<file path="src/rtl/phc_pkg.sv">
package phc_pkg;

  localparam int MAGIC_LENGTH_DEF    = 8;
  localparam int HEADER_LIMIT_DEF    = 4096;
  localparam int NAME_CAP_DEF        = 64;
  localparam int VERSION_CAP_DEF     = 32;
  localparam int DESCRIPTION_CAP_DEF = 256;

  localparam int LEN_W = 13;
  localparam int CFG_IDX_W = 1;

  localparam logic [CFG_IDX_W-1:0] REG_MAGIC = 1'd0;
  localparam logic [CFG_IDX_W-1:0] REG_LIMIT = 1'd1;

  localparam logic [2:0] ST_OK      = 3'd0;
  localparam logic [2:0] ST_MAGIC   = 3'd1;
  localparam logic [2:0] ST_TRUNC   = 3'd2;
  localparam logic [2:0] ST_FIELD   = 3'd3;
  localparam logic [2:0] ST_MISSING = 3'd4;
  localparam logic [2:0] ST_SIZE    = 3'd5;
  localparam logic [2:0] ST_CRC     = 3'd6;

  localparam logic [2:0] KEY_UNDEC   = 3'd0;
  localparam logic [2:0] KEY_NAME    = 3'd1;
  localparam logic [2:0] KEY_VERSION = 3'd2;
  localparam logic [2:0] KEY_DESC    = 3'd3;
  localparam logic [2:0] KEY_SIZE    = 3'd4;
  localparam logic [2:0] KEY_CRC     = 3'd5;
  localparam logic [2:0] KEY_NONE    = 3'd7;

  localparam logic [31:0] CRC_POLY = 32'hEDB88320;

  localparam logic [7:0] CH_NL    = 8'h0A;
  localparam logic [7:0] CH_COLON = 8'h3A;
  localparam logic [7:0] CH_SPACE = 8'h20;

  typedef struct packed {
    logic [63:0] num;
    logic        hex;
    logic        fault;
  } num_state_t;

  function automatic logic [3:0] key_len_f(input logic [2:0] k);
    case (k)
      KEY_NAME:    key_len_f = 4'd4;
      KEY_VERSION: key_len_f = 4'd7;
      KEY_DESC:    key_len_f = 4'd11;
      KEY_SIZE:    key_len_f = 4'd4;
      KEY_CRC:     key_len_f = 4'd5;
      default:     key_len_f = 4'd0;
    endcase
  endfunction

  function automatic logic [7:0] key_char_f(input logic [2:0] k, input logic [3:0] i);
    logic [87:0] s;
    s = '0;
    case (k)
      KEY_NAME:    s = {56'd0, "eman"};
      KEY_VERSION: s = {32'd0, "noisrev"};
      KEY_DESC:    s = "noitpircsed";
      KEY_SIZE:    s = {56'd0, "ezis"};
      KEY_CRC:     s = {48'd0, "23crc"};
      default:     s = '0;
    endcase
    key_char_f = (i < 4'd11) ? s[8*i +: 8] : 8'd0;
  endfunction

endpackage

</file>
<file path="src/rtl/phc_if.sv">
interface byte_if;
  logic       valid;
  logic       ready;
  logic [7:0] data_byte;
  logic       end_mark;
  modport source (output valid, data_byte, end_mark, input ready);
  modport sink (input valid, data_byte, end_mark, output ready);
endinterface

interface result_if;
  logic        valid;
  logic        ready;
  logic [2:0]  status;
  logic [31:0] declared_size;
  logic [31:0] declared_crc;
  logic [31:0] computed_crc;
  logic [12:0] payload_offset;
  modport source (output valid, status, declared_size, declared_crc, computed_crc,
                  payload_offset, input ready);
  modport sink (input valid, status, declared_size, declared_crc, computed_crc,
                payload_offset, output ready);
endinterface

interface cfg_if;
  logic        valid;
  logic        ready;
  logic [0:0]  index;
  logic [63:0] data;
  modport source (output valid, index, data, input ready);
  modport sink (input valid, index, data, output ready);
endinterface

</file>
<file path="src/rtl/phc_digit.sv">
module phc_digit
  import phc_pkg::*;
(
  input  logic [7:0]       c,
  input  logic [LEN_W-1:0] value_len,
  input  num_state_t       cur,
  output num_state_t       nxt
);

  logic [3:0]  d;
  logic        is_digit;
  logic [67:0] wide;

  always_comb begin
    d = 4'd0;
    is_digit = 1'b1;
    if (c >= "0" && c <= "9") d = 4'(c - "0");
    else if (cur.hex && c >= "a" && c <= "f") d = 4'(c - "a" + 8'd10);
    else if (cur.hex && c >= "A" && c <= "F") d = 4'(c - "A" + 8'd10);
    else is_digit = 1'b0;

    if (cur.hex) wide = {4'd0, cur.num[59:0], d} | {cur.num[63:60], 64'd0};
    else wide = ({4'd0, cur.num} << 3) + ({4'd0, cur.num} << 1) + {64'd0, d};

    nxt = cur;
    if (!cur.fault) begin
      if (value_len == LEN_W'(1) && !cur.hex && cur.num == '0 && (c == "x" || c == "X")) begin
        nxt.hex = 1'b1;
      end else if (!is_digit || wide[67:64] != 4'd0) begin
        nxt.fault = 1'b1;
      end else begin
        nxt.num = wide[63:0];
      end
    end
  end

endmodule

</file>
<file path="src/rtl/package_header_check.sv">
// Data path: a byte is registered on acceptance and processed from the input register; the
//   result of an end-marked byte is registered when that byte is processed.
// Throughput: one byte per cycle; the per-byte state update and bytewise CRC run in one pass.
//   An end-marked byte waits in the input register while an earlier result is unaccepted.
// Reset: synchronous, active high; clears parse state, the registers (magic to zero,
//   payload limit to all ones) and the result valid flag.
module package_header_check
  import phc_pkg::*;
#(
  parameter int MAGIC_LENGTH    = MAGIC_LENGTH_DEF,
  parameter int HEADER_LIMIT    = HEADER_LIMIT_DEF,
  parameter int NAME_CAP        = NAME_CAP_DEF,
  parameter int VERSION_CAP     = VERSION_CAP_DEF,
  parameter int DESCRIPTION_CAP = DESCRIPTION_CAP_DEF
)(
  input logic       clk,
  input logic       rst,
  byte_if.sink      src,
  result_if.source  res,
  cfg_if.sink       cfg
);

  typedef enum logic [2:0] {
    PH_MAGIC, PH_LINE, PH_KEY, PH_VFIRST, PH_VALUE, PH_PAYLOAD, PH_DRAIN
  } phase_t;

  localparam logic [31:0] CAP = 32'(HEADER_LIMIT);

  function automatic logic [31:0] crc_byte(input logic [31:0] crc, input logic [7:0] b);
    logic [31:0] c;
    c = crc ^ {24'd0, b};
    for (int i = 0; i < 8; i++) c = c[0] ? ((c >> 1) ^ CRC_POLY) : (c >> 1);
    return c;
  endfunction

  logic [63:0] magic_bytes;
  logic [31:0] payload_limit;

  logic       in_v;
  logic [7:0] in_b;
  logic       in_last;
  logic       advance;

  phase_t           phase, phase_next;
  logic [31:0]      byte_position, byte_position_next;
  logic [2:0]       key_match, key_match_next;
  logic [LEN_W-1:0] key_length, key_length_next;
  logic [LEN_W-1:0] value_length, value_length_next;
  num_state_t       num, num_next;
  logic [3:0]       seen_fields, seen_fields_next;
  logic [2:0]       pending_error, pending_error_next;
  logic [63:0]      size_register, size_register_next;
  logic [31:0]      crc_register, crc_register_next;
  logic [31:0]      running_crc, running_crc_next;
  logic [31:0]      payload_count, payload_count_next;
  logic [12:0]      payload_start, payload_start_next;

  logic [2:0]  status_next;
  num_state_t  dig_out;
  logic [LEN_W-1:0] kb_len;
  logic [2:0]  kb_match;
  logic [2:0]  line_err;
  logic        number_bad;

  assign advance = in_v && (!in_last || !res.valid || res.ready);
  assign src.ready = !in_v || advance;
  assign cfg.ready = 1'b1;

  phc_digit u_digit (
    .c(in_b), .value_len(value_length), .cur(num), .nxt(dig_out)
  );

  always_comb begin
    // key byte step; a fresh line starts from an empty key
    kb_len = (phase == PH_LINE) ? '0 : key_length;
    kb_match = key_match;
    if (kb_len == '0) begin
      kb_match = KEY_NONE;
      for (int i = 1; i <= 5; i++)
        if (key_char_f(3'(i), 4'd0) == in_b) kb_match = 3'(i);
    end else if (key_match >= KEY_NAME && key_match <= KEY_CRC) begin
      if (kb_len >= LEN_W'(key_len_f(key_match)) ||
          key_char_f(key_match, kb_len[3:0]) != in_b) kb_match = KEY_NONE;
    end

    number_bad = value_length == '0 || num.fault || (num.hex && value_length == LEN_W'(2));
    line_err = ST_OK;
    case (key_match)
      KEY_NAME:    if (value_length == '0 || value_length >= LEN_W'(NAME_CAP))
                     line_err = ST_FIELD;
      KEY_VERSION: if (value_length >= LEN_W'(VERSION_CAP)) line_err = ST_FIELD;
      KEY_DESC:    if (value_length >= LEN_W'(DESCRIPTION_CAP)) line_err = ST_FIELD;
      KEY_SIZE:    if (number_bad) line_err = ST_FIELD;
      KEY_CRC:     if (number_bad || num.num[63:32] != '0) line_err = ST_FIELD;
      default:     line_err = ST_FIELD;
    endcase
  end

  always_comb begin
    phase_next = phase;
    key_match_next = key_match;
    key_length_next = key_length;
    value_length_next = value_length;
    num_next = num;
    seen_fields_next = seen_fields;
    pending_error_next = pending_error;
    size_register_next = size_register;
    crc_register_next = crc_register;
    running_crc_next = running_crc;
    payload_count_next = payload_count;
    payload_start_next = payload_start;

    case (phase)
      PH_MAGIC: begin
        if (byte_position < 32'(MAGIC_LENGTH)) begin
          if (magic_bytes[8*byte_position[2:0] +: 8] != in_b) begin
            pending_error_next = ST_MAGIC;
            phase_next = PH_DRAIN;
          end
        end else if (in_b != CH_NL) begin
          pending_error_next = ST_MAGIC;
          phase_next = PH_DRAIN;
        end else begin
          phase_next = PH_LINE;
        end
      end
      PH_LINE: begin
        if (byte_position > CAP) begin
          pending_error_next = ST_TRUNC;
          phase_next = PH_DRAIN;
        end else if (in_b == CH_NL) begin
          if (seen_fields != 4'hF) begin
            pending_error_next = ST_MISSING;
            phase_next = PH_DRAIN;
          end else if (size_register > {32'd0, payload_limit}) begin
            pending_error_next = ST_SIZE;
            phase_next = PH_DRAIN;
          end else begin
            payload_start_next = 13'(byte_position + 32'd1);
            phase_next = PH_PAYLOAD;
          end
        end else begin
          value_length_next = '0;
          num_next = '0;
          if (in_b == CH_COLON) begin
            key_match_next = KEY_NONE;
            key_length_next = '0;
            phase_next = PH_VFIRST;
          end else begin
            key_match_next = kb_match;
            key_length_next = LEN_W'(1);
            phase_next = PH_KEY;
          end
        end
      end
      PH_KEY, PH_VFIRST, PH_VALUE: begin
        if (byte_position > CAP && !(byte_position == CAP + 32'd1 && in_b == CH_NL)) begin
          pending_error_next = ST_TRUNC;
          phase_next = PH_DRAIN;
        end else if (in_b == CH_NL) begin
          if (phase == PH_KEY || line_err != ST_OK) begin
            pending_error_next = (phase == PH_KEY) ? ST_FIELD : line_err;
            phase_next = PH_DRAIN;
          end else begin
            case (key_match)
              KEY_NAME:    seen_fields_next = seen_fields | 4'b0001;
              KEY_VERSION: seen_fields_next = seen_fields | 4'b0010;
              KEY_SIZE: begin
                seen_fields_next = seen_fields | 4'b0100;
                size_register_next = num.num;
              end
              KEY_CRC: begin
                seen_fields_next = seen_fields | 4'b1000;
                crc_register_next = num.num[31:0];
              end
              default: seen_fields_next = seen_fields;
            endcase
            if (byte_position > CAP) begin
              pending_error_next = ST_TRUNC;
              phase_next = PH_DRAIN;
            end else begin
              phase_next = PH_LINE;
            end
          end
        end else if (phase == PH_KEY) begin
          if (in_b == CH_COLON) begin
            if (!(key_match >= KEY_NAME && key_match <= KEY_CRC &&
                  key_length == LEN_W'(key_len_f(key_match)))) key_match_next = KEY_NONE;
            phase_next = PH_VFIRST;
          end else begin
            key_match_next = kb_match;
            if (key_length != '1) key_length_next = key_length + LEN_W'(1);
          end
        end else begin
          phase_next = PH_VALUE;
          if (phase == PH_VALUE || in_b != CH_SPACE) begin
            num_next = dig_out;
            if (value_length != '1) value_length_next = value_length + LEN_W'(1);
          end
        end
      end
      PH_PAYLOAD: begin
        if ({32'd0, payload_count} < size_register) begin
          running_crc_next = crc_byte(running_crc, in_b);
          payload_count_next = payload_count + 32'd1;
        end
      end
      default: phase_next = phase;
    endcase

    byte_position_next = (byte_position != '1) ? byte_position + 32'd1 : byte_position;

    if (pending_error_next != ST_OK) status_next = pending_error_next;
    else if (phase_next == PH_MAGIC) status_next = ST_MAGIC;
    else if (phase_next == PH_PAYLOAD) begin
      if ({32'd0, payload_count_next} < size_register_next) status_next = ST_SIZE;
      else if (~running_crc_next != crc_register_next) status_next = ST_CRC;
      else status_next = ST_OK;
    end else status_next = ST_TRUNC;
  end

  // input register
  always_ff @(posedge clk) begin
    if (rst) begin
      in_v <= 1'b0;
    end else if (src.ready) begin
      in_v <= src.valid;
    end
    if (src.ready && src.valid) begin
      in_b <= src.data_byte;
      in_last <= src.end_mark;
    end
  end

  always_ff @(posedge clk) begin
    if (rst) begin
      magic_bytes <= '0;
      payload_limit <= '1;
    end else if (cfg.valid) begin
      if (cfg.index == REG_MAGIC) magic_bytes <= cfg.data;
      else if (cfg.index == REG_LIMIT) payload_limit <= cfg.data[31:0];
    end
  end

  always_ff @(posedge clk) begin
    if (rst || (advance && in_last)) begin
      phase <= PH_MAGIC;
      byte_position <= '0;
      key_match <= KEY_UNDEC;
      key_length <= '0;
      value_length <= '0;
      num <= '0;
      seen_fields <= '0;
      pending_error <= ST_OK;
      size_register <= '0;
      crc_register <= '0;
      running_crc <= '1;
      payload_count <= '0;
      payload_start <= '0;
    end else if (advance) begin
      phase <= phase_next;
      byte_position <= byte_position_next;
      key_match <= key_match_next;
      key_length <= key_length_next;
      value_length <= value_length_next;
      num <= num_next;
      seen_fields <= seen_fields_next;
      pending_error <= pending_error_next;
      size_register <= size_register_next;
      crc_register <= crc_register_next;
      running_crc <= running_crc_next;
      payload_count <= payload_count_next;
      payload_start <= payload_start_next;
    end
  end

  // result register
  always_ff @(posedge clk) begin
    if (rst) begin
      res.valid <= 1'b0;
    end else if (advance && in_last) begin
      res.valid <= 1'b1;
    end else if (res.ready) begin
      res.valid <= 1'b0;
    end
    if (advance && in_last) begin
      res.status <= status_next;
      res.declared_size <= (size_register_next[63:32] != '0) ? '1 : size_register_next[31:0];
      res.declared_crc <= crc_register_next;
      res.computed_crc <= (status_next == ST_OK || status_next == ST_CRC) ?
                          ~running_crc_next : '0;
      res.payload_offset <= payload_start_next;
    end
  end

endmodule

</file>
<file path="src/flat_wrapper.sv">
// flat-port wrapper written by rule: the top's interface ports become plain ports
module package_header_check_flat import phc_pkg::*;
#(
  parameter int MAGIC_LENGTH    = MAGIC_LENGTH_DEF,
  parameter int HEADER_LIMIT    = HEADER_LIMIT_DEF,
  parameter int NAME_CAP        = NAME_CAP_DEF,
  parameter int VERSION_CAP     = VERSION_CAP_DEF,
  parameter int DESCRIPTION_CAP = DESCRIPTION_CAP_DEF
)
  (clk, rst, src_valid, src_data_byte, src_end_mark, src_ready, res_valid, res_status, res_declared_size, res_declared_crc, res_computed_crc, res_payload_offset, res_ready, cfg_valid, cfg_index, cfg_data, cfg_ready);
  byte_if src_i ();
  result_if res_i ();
  cfg_if cfg_i ();
  input logic clk;
  input logic rst;
  input wire logic [$bits(src_i.valid)-1:0] src_valid;
  input wire logic [$bits(src_i.data_byte)-1:0] src_data_byte;
  input wire logic [$bits(src_i.end_mark)-1:0] src_end_mark;
  output wire logic [$bits(src_i.ready)-1:0] src_ready;
  output wire logic [$bits(res_i.valid)-1:0] res_valid;
  output wire logic [$bits(res_i.status)-1:0] res_status;
  output wire logic [$bits(res_i.declared_size)-1:0] res_declared_size;
  output wire logic [$bits(res_i.declared_crc)-1:0] res_declared_crc;
  output wire logic [$bits(res_i.computed_crc)-1:0] res_computed_crc;
  output wire logic [$bits(res_i.payload_offset)-1:0] res_payload_offset;
  input wire logic [$bits(res_i.ready)-1:0] res_ready;
  input wire logic [$bits(cfg_i.valid)-1:0] cfg_valid;
  input wire logic [$bits(cfg_i.index)-1:0] cfg_index;
  input wire logic [$bits(cfg_i.data)-1:0] cfg_data;
  output wire logic [$bits(cfg_i.ready)-1:0] cfg_ready;
  assign src_i.valid = src_valid;
  assign src_i.data_byte = src_data_byte;
  assign src_i.end_mark = src_end_mark;
  assign src_ready = src_i.ready;
  assign res_valid = res_i.valid;
  assign res_status = res_i.status;
  assign res_declared_size = res_i.declared_size;
  assign res_declared_crc = res_i.declared_crc;
  assign res_computed_crc = res_i.computed_crc;
  assign res_payload_offset = res_i.payload_offset;
  assign res_i.ready = res_ready;
  assign cfg_i.valid = cfg_valid;
  assign cfg_i.index = cfg_index;
  assign cfg_i.data = cfg_data;
  assign cfg_ready = cfg_i.ready;
  package_header_check #(.MAGIC_LENGTH(MAGIC_LENGTH), .HEADER_LIMIT(HEADER_LIMIT), .NAME_CAP(NAME_CAP), .VERSION_CAP(VERSION_CAP), .DESCRIPTION_CAP(DESCRIPTION_CAP)) u_core (.clk(clk), .rst(rst), .src(src_i), .res(res_i), .cfg(cfg_i));
endmodule
</file>
<file path="config.mk">
export PLATFORM = sky130hd
export DESIGN_NAME = package_header_check_flat
export DESIGN_NICKNAME = d
export VERILOG_FILES = /design/src/rtl/phc_pkg.sv /design/src/rtl/phc_if.sv /design/src/rtl/phc_digit.sv /design/src/rtl/package_header_check.sv /design/src/flat_wrapper.sv
export SDC_FILE = /design/constraint.sdc
export NUM_CORES = 2
export LEC_CHECK = 0
export ABC_AREA = 0
export BUFFER_PORTS_ARGS = -buffer_cell sky130_fd_sc_hd__buf_2
export CAP_MARGIN = 10
export CORE_ASPECT_RATIO = 0.8
export CORE_UTILIZATION = 30
export DETAILED_ROUTE_END_ITERATION = 10
export GPL_TIMING_DRIVEN = 0
export PLACE_DENSITY_LB_ADDON = 0.12
export RECOVER_POWER = 50
export SYNTH_ARGS = -nofsm -noshare
export SYNTH_HDL_FRONTEND = slang
export SYNTH_SLANG_ARGS = --single-unit
</file>
<file path="constraint.sdc">
create_clock -name clk -period 5.3 [get_ports clk]
set_input_delay 0.795 -clock clk [delete_from_list [all_inputs] [get_ports clk]]
set_output_delay 0.795 -clock clk [all_outputs]
set_load 0.005 [all_outputs]
</file>
# [Yosys cells after proc, flatten, opt, wreduce, memory -nomap -nowiden]
# Cells that the tools add are included.
[word_totals] ff_bits=529
[classes] add_sub_neg=11 order_cmp=18 eq_ne=49 shifts=2 n_mux=141 bitwise=18 reduce_logical=64
[op_table] cell="2-to-1 mux 32 bit" count=17
[op_table] cell="2-to-1 mux 66 bit" count=7
[op_table] cell="2-to-1 mux 64 bit" count=7
[op_table] cell="case mux 87 bit (5 select lines)" count=1
[op_table] cell="2-to-1 mux 13 bit" count=20
[op_table] cell="2-to-1 mux 88 bit" count=2
[op_table] cell="2-to-1 mux 3 bit" count=45
[op_table] cell="case mux 66 bit (2 select lines)" count=1
[op_table] cell="< comparator 32 x 64 -> 1 bit" count=2
[op_table] cell="NOT 13 -> 14 bit" count=8
[op_table] cell="variable part select 88 x 8 -> 8 bit" count=1
[op_table] cell="adder 67 x 65 -> 68 bit" count=1
[op_table] cell="adder 68 x 4 -> 68 bit" count=1
[op_table] cell="2-to-1 mux 68 bit" count=1
[op_table] cell="bitwise OR 64 x 68 -> 68 bit" count=1
[op_table] cell="adder 32 x 1 -> 32 bit (second input constant)" count=2
[op_table] cell="> comparator 64 x 32 -> 1 bit" count=1
[op_table] cell="logical NOT 64 bit" count=1
[op_table] cell="nonzero test 32 bit" count=2
[op_table] cell="variable part select 64 x 7 -> 8 bit" count=1
[op_table] cell="AND reduction 9 bit" count=6
[op_table] cell="case mux 13 bit (2 select lines)" count=2
[op_table] cell="2-to-1 mux 8 bit" count=6
[op_table] cell="== test 8 bit" count=5
[op_table] cell="other kinds (60)" count=162

# [Logic depth before layout (Yosys ltp)]
[depth] depth_word=28 mapped_depth=29 mapped_depth_nobuf=25

# [By module]
# Synthesis repeated with hierarchy kept, for this count alone.
[hier_totals] cells_unflattened=3989 area_unflattened_um2=33701.1
[by_module_without_submodules] mod="package_header_check" n_inst=1 cells_each=3048 area_per_inst_um2=26988.4
[by_module_without_submodules] mod="phc_digit" n_inst=1 cells_each=941 area_per_inst_um2=6712.7

# [Worst setup path after synthesis]
# OpenSTA, ideal clock, no wires.
[synth_timing] path_type="reg2reg" startpoint="register u_core.in_b[1]" endpoint="register u_core.num[10] (netlist bit)" setup_time_ns=0.128 arrival_ns=5.720 setup_slack_ns=-0.548 path_stages_with_launch=28 cell_sequence="edfxtp_1 clkbuf_1 inv_1 ha_1 nor2_1 o21ai_0 and3_1 clkbuf_1 a21oi_1 nor2_1 fa_1 inv_1 fa_1 nor2b_1 o211ai_1 a21oi_1 o211ai_1 a211oi_1 o21bai_1 a2111oi_0 o21a_1 o2111ai_1 o41a_1 clkbuf_1 buf_2 buf_1 nand3_1 o21ai_0"
[synth_between] elab_chain_cells=16
[synth_rtl] item="start, declared" line="package_header_check.sv:40" source="logic [7:0] in_b;"
[synth_rtl] item="start signal, assigned" line="package_header_check.sv:230" source="in_b <= src.data_byte;"
[synth_rtl] item="branches (longest 16 deep; another with adder 68 x 4 -> 68 bit)"
[synth_rtl] item="end signal, assigned" line="package_header_check.sv:266" source="num <= num_next;"
[synth_rtl] item="end, declared" line="package_header_check.sv:49" source="num_state_t num, num_next;"
# Several ways; the timed one is not identified. The select of a mux whose other input is x is not followed.
# A chain may end at the register's enable or synchronous reset.

# [Worst setup path after layout]
[layout_timing] startpoint="register u_core.payload_count[12]" endpoint="register u_core.res.computed_crc[31] (data pin)"
[layout_lines] item="start, declared" line="package_header_check.sv:55" source="logic [31:0] payload_count, payload_count_next;"
[layout_lines] item="start signal, assigned" line="package_header_check.sv:272" source="payload_count <= payload_count_next;"
[layout_lines] item="< comparator 32 x 64 -> 1 bit / adder 32 x 1 -> 32 bit (equally long branches)" line="package_header_check.sv:203, package_header_check.sv:205"
[layout_lines] item="2-to-1 mux 32 bit (*)" line="package_header_check.sv:203" source="if ({32'd0, payload_count} < size_register) begin"
[layout_lines] item="2-to-1 mux 32 bit (*)" line="package_header_check.sv:113" source="case (phase)"
[layout_lines] item="named net u_core.payload_count_next[30]" line="package_header_check.sv:55"
[layout_lines] item="< comparator 32 x 64 -> 1 bit (*)" line="package_header_check.sv:216" source="if ({32'd0, payload_count_next} < size_register_next) status_next = ST_SIZE;"
[layout_lines] item="2-to-1 mux 3 bit (*)" line="package_header_check.sv:216"
[layout_lines] item="2-to-1 mux 3 bit (*)" line="package_header_check.sv:215" source="else if (phase_next == PH_PAYLOAD) begin"
[layout_lines] item="2-to-1 mux 3 bit (*)" line="package_header_check.sv:214" source="else if (phase_next == PH_MAGIC) status_next = ST_MAGIC;"
[layout_lines] item="2-to-1 mux 3 bit (*)" line="package_header_check.sv:213" source="if (pending_error_next != ST_OK) status_next = pending_error_next;"
[layout_lines] item="== test 3 bit / logical NOT 3 bit (equally long branches)" line="package_header_check.sv:290" source="res.computed_crc <= (status_next == ST_OK || status_next == ST_CRC) ?"
[layout_lines] item="logical OR 1 bit (*)" line="package_header_check.sv:290"
[layout_lines] item="end signal, assigned" line="package_header_check.sv:290"
[layout_lines] item="end, declared" line="phc_if.sv:18" source="modport source (output valid, status, declared_size, declared_crc, computed_crc,"
# Mark *: on every way through the listed nets, which the timed path passes. The rest lies on a longest branch.

==> reports/qor.txt <==
cts hold-fix bufs -> 0
overall routed net length -> 122600 µm
Rows -> 107
Flop pwr share -> 0.427
Starting DRT DRC Count -> 2428
synth top area cells -> dfxtp_1, edfxtp_1, ha_1
top-count cell post-synth -> nand2_1
vias in the first global route -> 28.20k
Slew HR -> -1.313
die area -> 108700 µm²
Synth Warn # -> 0
Initial Util -> 0.3027
Port Buffers -> 191
grt total ovfl -> 0
share of the synthesized area in the top cell type -> 0.2535
core region area -> 106400 µm²
Worst VDD drop -> 0.1845 mV
most used cell, CP -> nor2_4
hold slack -> 0.3037 ns
DR WL/cell -> 21.32 µm
Clock Path Buffers -> 3
worst skew pair latency -> 0.67 ns
Cell variety after synth -> 87
share of cells above drive strength 1 -> 0.1422
status -> finished, violations left
leakage power -> 15.41 nW
vias per cell -> 5.183
crit share post-route -> 1.064
cell count after synthesis -> 3934
placed inst area -> 35150 µm²
die width -> 368.4 µm
Max Cap Viol -> 1
startpoint types -> flip-flop
io pins -> 194
root buffer cell -> clkbuf_16
Fin. Hold Viols -> 0
WP data arrival -> 6.04 ns
CTS tree -> done
Syn Area/Cell -> 8.189 µm²
initial antenna violation count -> 7
CP max stage delay -> 0.49 ns
HPWL after DPL -> 93260 µm
drt pass-1 iters -> 5
Seq/Total Area, Yosys -> 0.3663
Setup Skew -> 0.03255 ns
violated checks -> max-capacitance violations, max-slew violations, negative setup slack
ANT nets after route -> 0
Final TNS setup -> -23.53 ns
part of the power in the clock network -> 0.483
Slew @ Worst Pin -> 3.470 ns
clock sink total -> 529
Required @ worst endpoint -> 5.70 ns
Num CTS Buffers -> 66
Clk pin slew, worst setup/hold paths -> 0.06 ns
Layout Nets -> 4599
number of synthesized flops with an enable pin -> 121
power share of the combinational group -> 0.091
Power Dens Cells -> 252.1 nW/µm²
first-pass GRT wire length -> 182500 µm
RSZ-0062 raised after global routing -> yes
Syn-to-layout area delta -> 21.97%
htree depth -> 3
Die Y -> 295.1 µm
design area -> 39290 µm²
Internal Pwr Total -> 7.272 mW
Most used DFF post-synth -> dfxtp_1
f_max -> 177.4 MHz
Worst Path Max Fanout -> 8
CP Capture Type -> flip-flop
final setup fails -> 98
largest net degree at the start of global routing -> 66
post-synthesis cell area -> 32220 µm²
Worst Hold Class -> input pin to flip-flop
critical path startpoint -> u_core.payload_count[12]
hold path start -> src_end_mark
minimum clock period -> 5.637 ns
CP max-delay cell -> dfxtp_1
leading area contributor after synthesis -> dfxtp_1
DRC viols -> 0
Sw Ratio -> 0.2658
routability cong. -> 0.9110
Via Count -> 29.80k
RR Startpoint -> u_core.payload_count[12]
Max Slew Vio Count -> 66
Yosys reg bits -> 529
final worst setup slack -> -0.3367 ns
CP Class -> flip-flop to flip-flop
Syn Nets -> 4253
filler instances -> 11.15k
Util after Layout -> 0.3692
asr flop ratio synth -> 0
most common library cells after synthesis -> nand2_1, dfxtp_1, a21oi_1
Switching Power -> 2.633 mW
Total GRT Usage -> 0.2211
-- routing by layer --
layer	vias to the layer above	GRT usage	wire length, µm
met5	-	0	0
li1	14580	-	-
met4	0	0.04372	2004
met3	110	0.03668	7245
met1	14350	0.3225	59450
met2	762	0.3407	53880
-- worst paths after layout --
check                                              endpoint  slack, ns  depth (start not counted)
worst max-delay path            u_core.res.computed_crc[31]      -0.34                         28
worst min-delay path                         u_core.in_last       0.30                          1
worst max register to register  u_core.res.computed_crc[31]      -0.34                         28
worst min register to register      u_core.crc_register[17]       0.45                          2
-- power by group through the flow --
stage | Combinational [mW] | Clock (mW) | Sequential, mW
finish | 0.897 | 4.78 | 4.23
global route | 0.964 | 5.06 | 4.23
CTS | 0.840 | 4.90 | 4.23
detailed placement | 0.775 | 0 | 4.32
global placement | 0.773 | 0 | 4.32
floorplan | 0.481 | 0 | 4.30
-- layout make-up --
cell class                 count  area, µm²  area share
multi-input combinational   3054      20120      0.5121
antenna                        1      2.502  0.00006369
clock inverter                31      414.1     0.01054
clock buffer                  89       1839     0.04681
tap                         1417       1773     0.04512
sequential                   529      11870      0.3020
inverter                     117      456.7     0.01162
timing repair buffer         281       1630     0.04149
buffer                       231       1189     0.03025
-- worst max-delay path, delay by kind of cell, from the launching register on --
kind / cells / cell delay (ns)
and+or+nand+nor: 12 / 1.73
AOI/OAI and AO/OA: 8 / 1.64
buffers and inverters: 5 / 0.83
adders and majority gates: 2 / 0.50
DFF: 1 / 0.49
xor gates and xnor gates: 1 / 0.16
-- per-stage QoR --
stage | power [mW] | worst slack (ns) | std cells
global placement | 5.097 | -3.117 | 5542
detailed placement | 5.093 | -2.965 | 5545
floorplan | 4.785 | -0.005082 | 3934
finish | 9.905 | -0.3367 | 5750
CTS | 9.968 | -0.3684 | 5729
global route | 10.26 | -0.5304 | 5749
-- placed cells by master (no fill, tap or decap), types with 41 or more instances in the layout --
master	netlist	routed
buf_2	9	115
nand3_1	194	190
nor4_1	48	41
ha_1	238	225
nand2_1	722	716
buf_4	4	78
nor2_1	272	238
a21oi_1	373	350
clkbuf_1	193	261
xnor2_1	168	166
inv_1	116	109
clkbuf_16	0	74
nand4_1	65	65
mux2i_1	55	54
and3_1	62	57
dfxtp_1	408	367
o21ai_1	6	51
edfxtp_1	121	121
xor2_1	112	112
o21ai_0	215	167
a21o_1	46	46
-- timing repair --
action                                  in CTS  in global routing
gates cloned                                 2                  3
endpoints found under the setup margin     150                100
resized for setup                          289                 83
pin swaps                                   53                 56
setup buffers                               63                 19
-- registers in the layout, indices dropped and copies added (netlist names), 4 cells and up --
name,flops
u_core.value_length,13
u_core.running_crc,32
u_core.byte_position,32
u_core.crc_register,32
u_core.in_b,8
u_core.num,66
u_core.size_register,64
u_core.res.computed_crc,32
u_core.key_length,13
u_core.magic_bytes,64
u_core.res.declared_size,32
u_core.payload_start,13
u_core.payload_count,32
u_core.seen_fields,4
u_core.res.declared_crc,32
u_core.res.payload_offset,13
u_core.payload_limit,32
-- kinds of logic after synthesis --
kind of cell | after synthesis | synth area share
flops | 529 | 0.3663
fa+ha+maj | 241 | 0.09399
simple gates | 1546 | 0.2170
other cells | 1 | 0.0001164
mux | 105 | 0.03911
xor+xnor | 284 | 0.07814
compound gates | 877 | 0.1629
buf+inv | 351 | 0.04241
No activity file was read; power rests on OpenSTA's default activity.
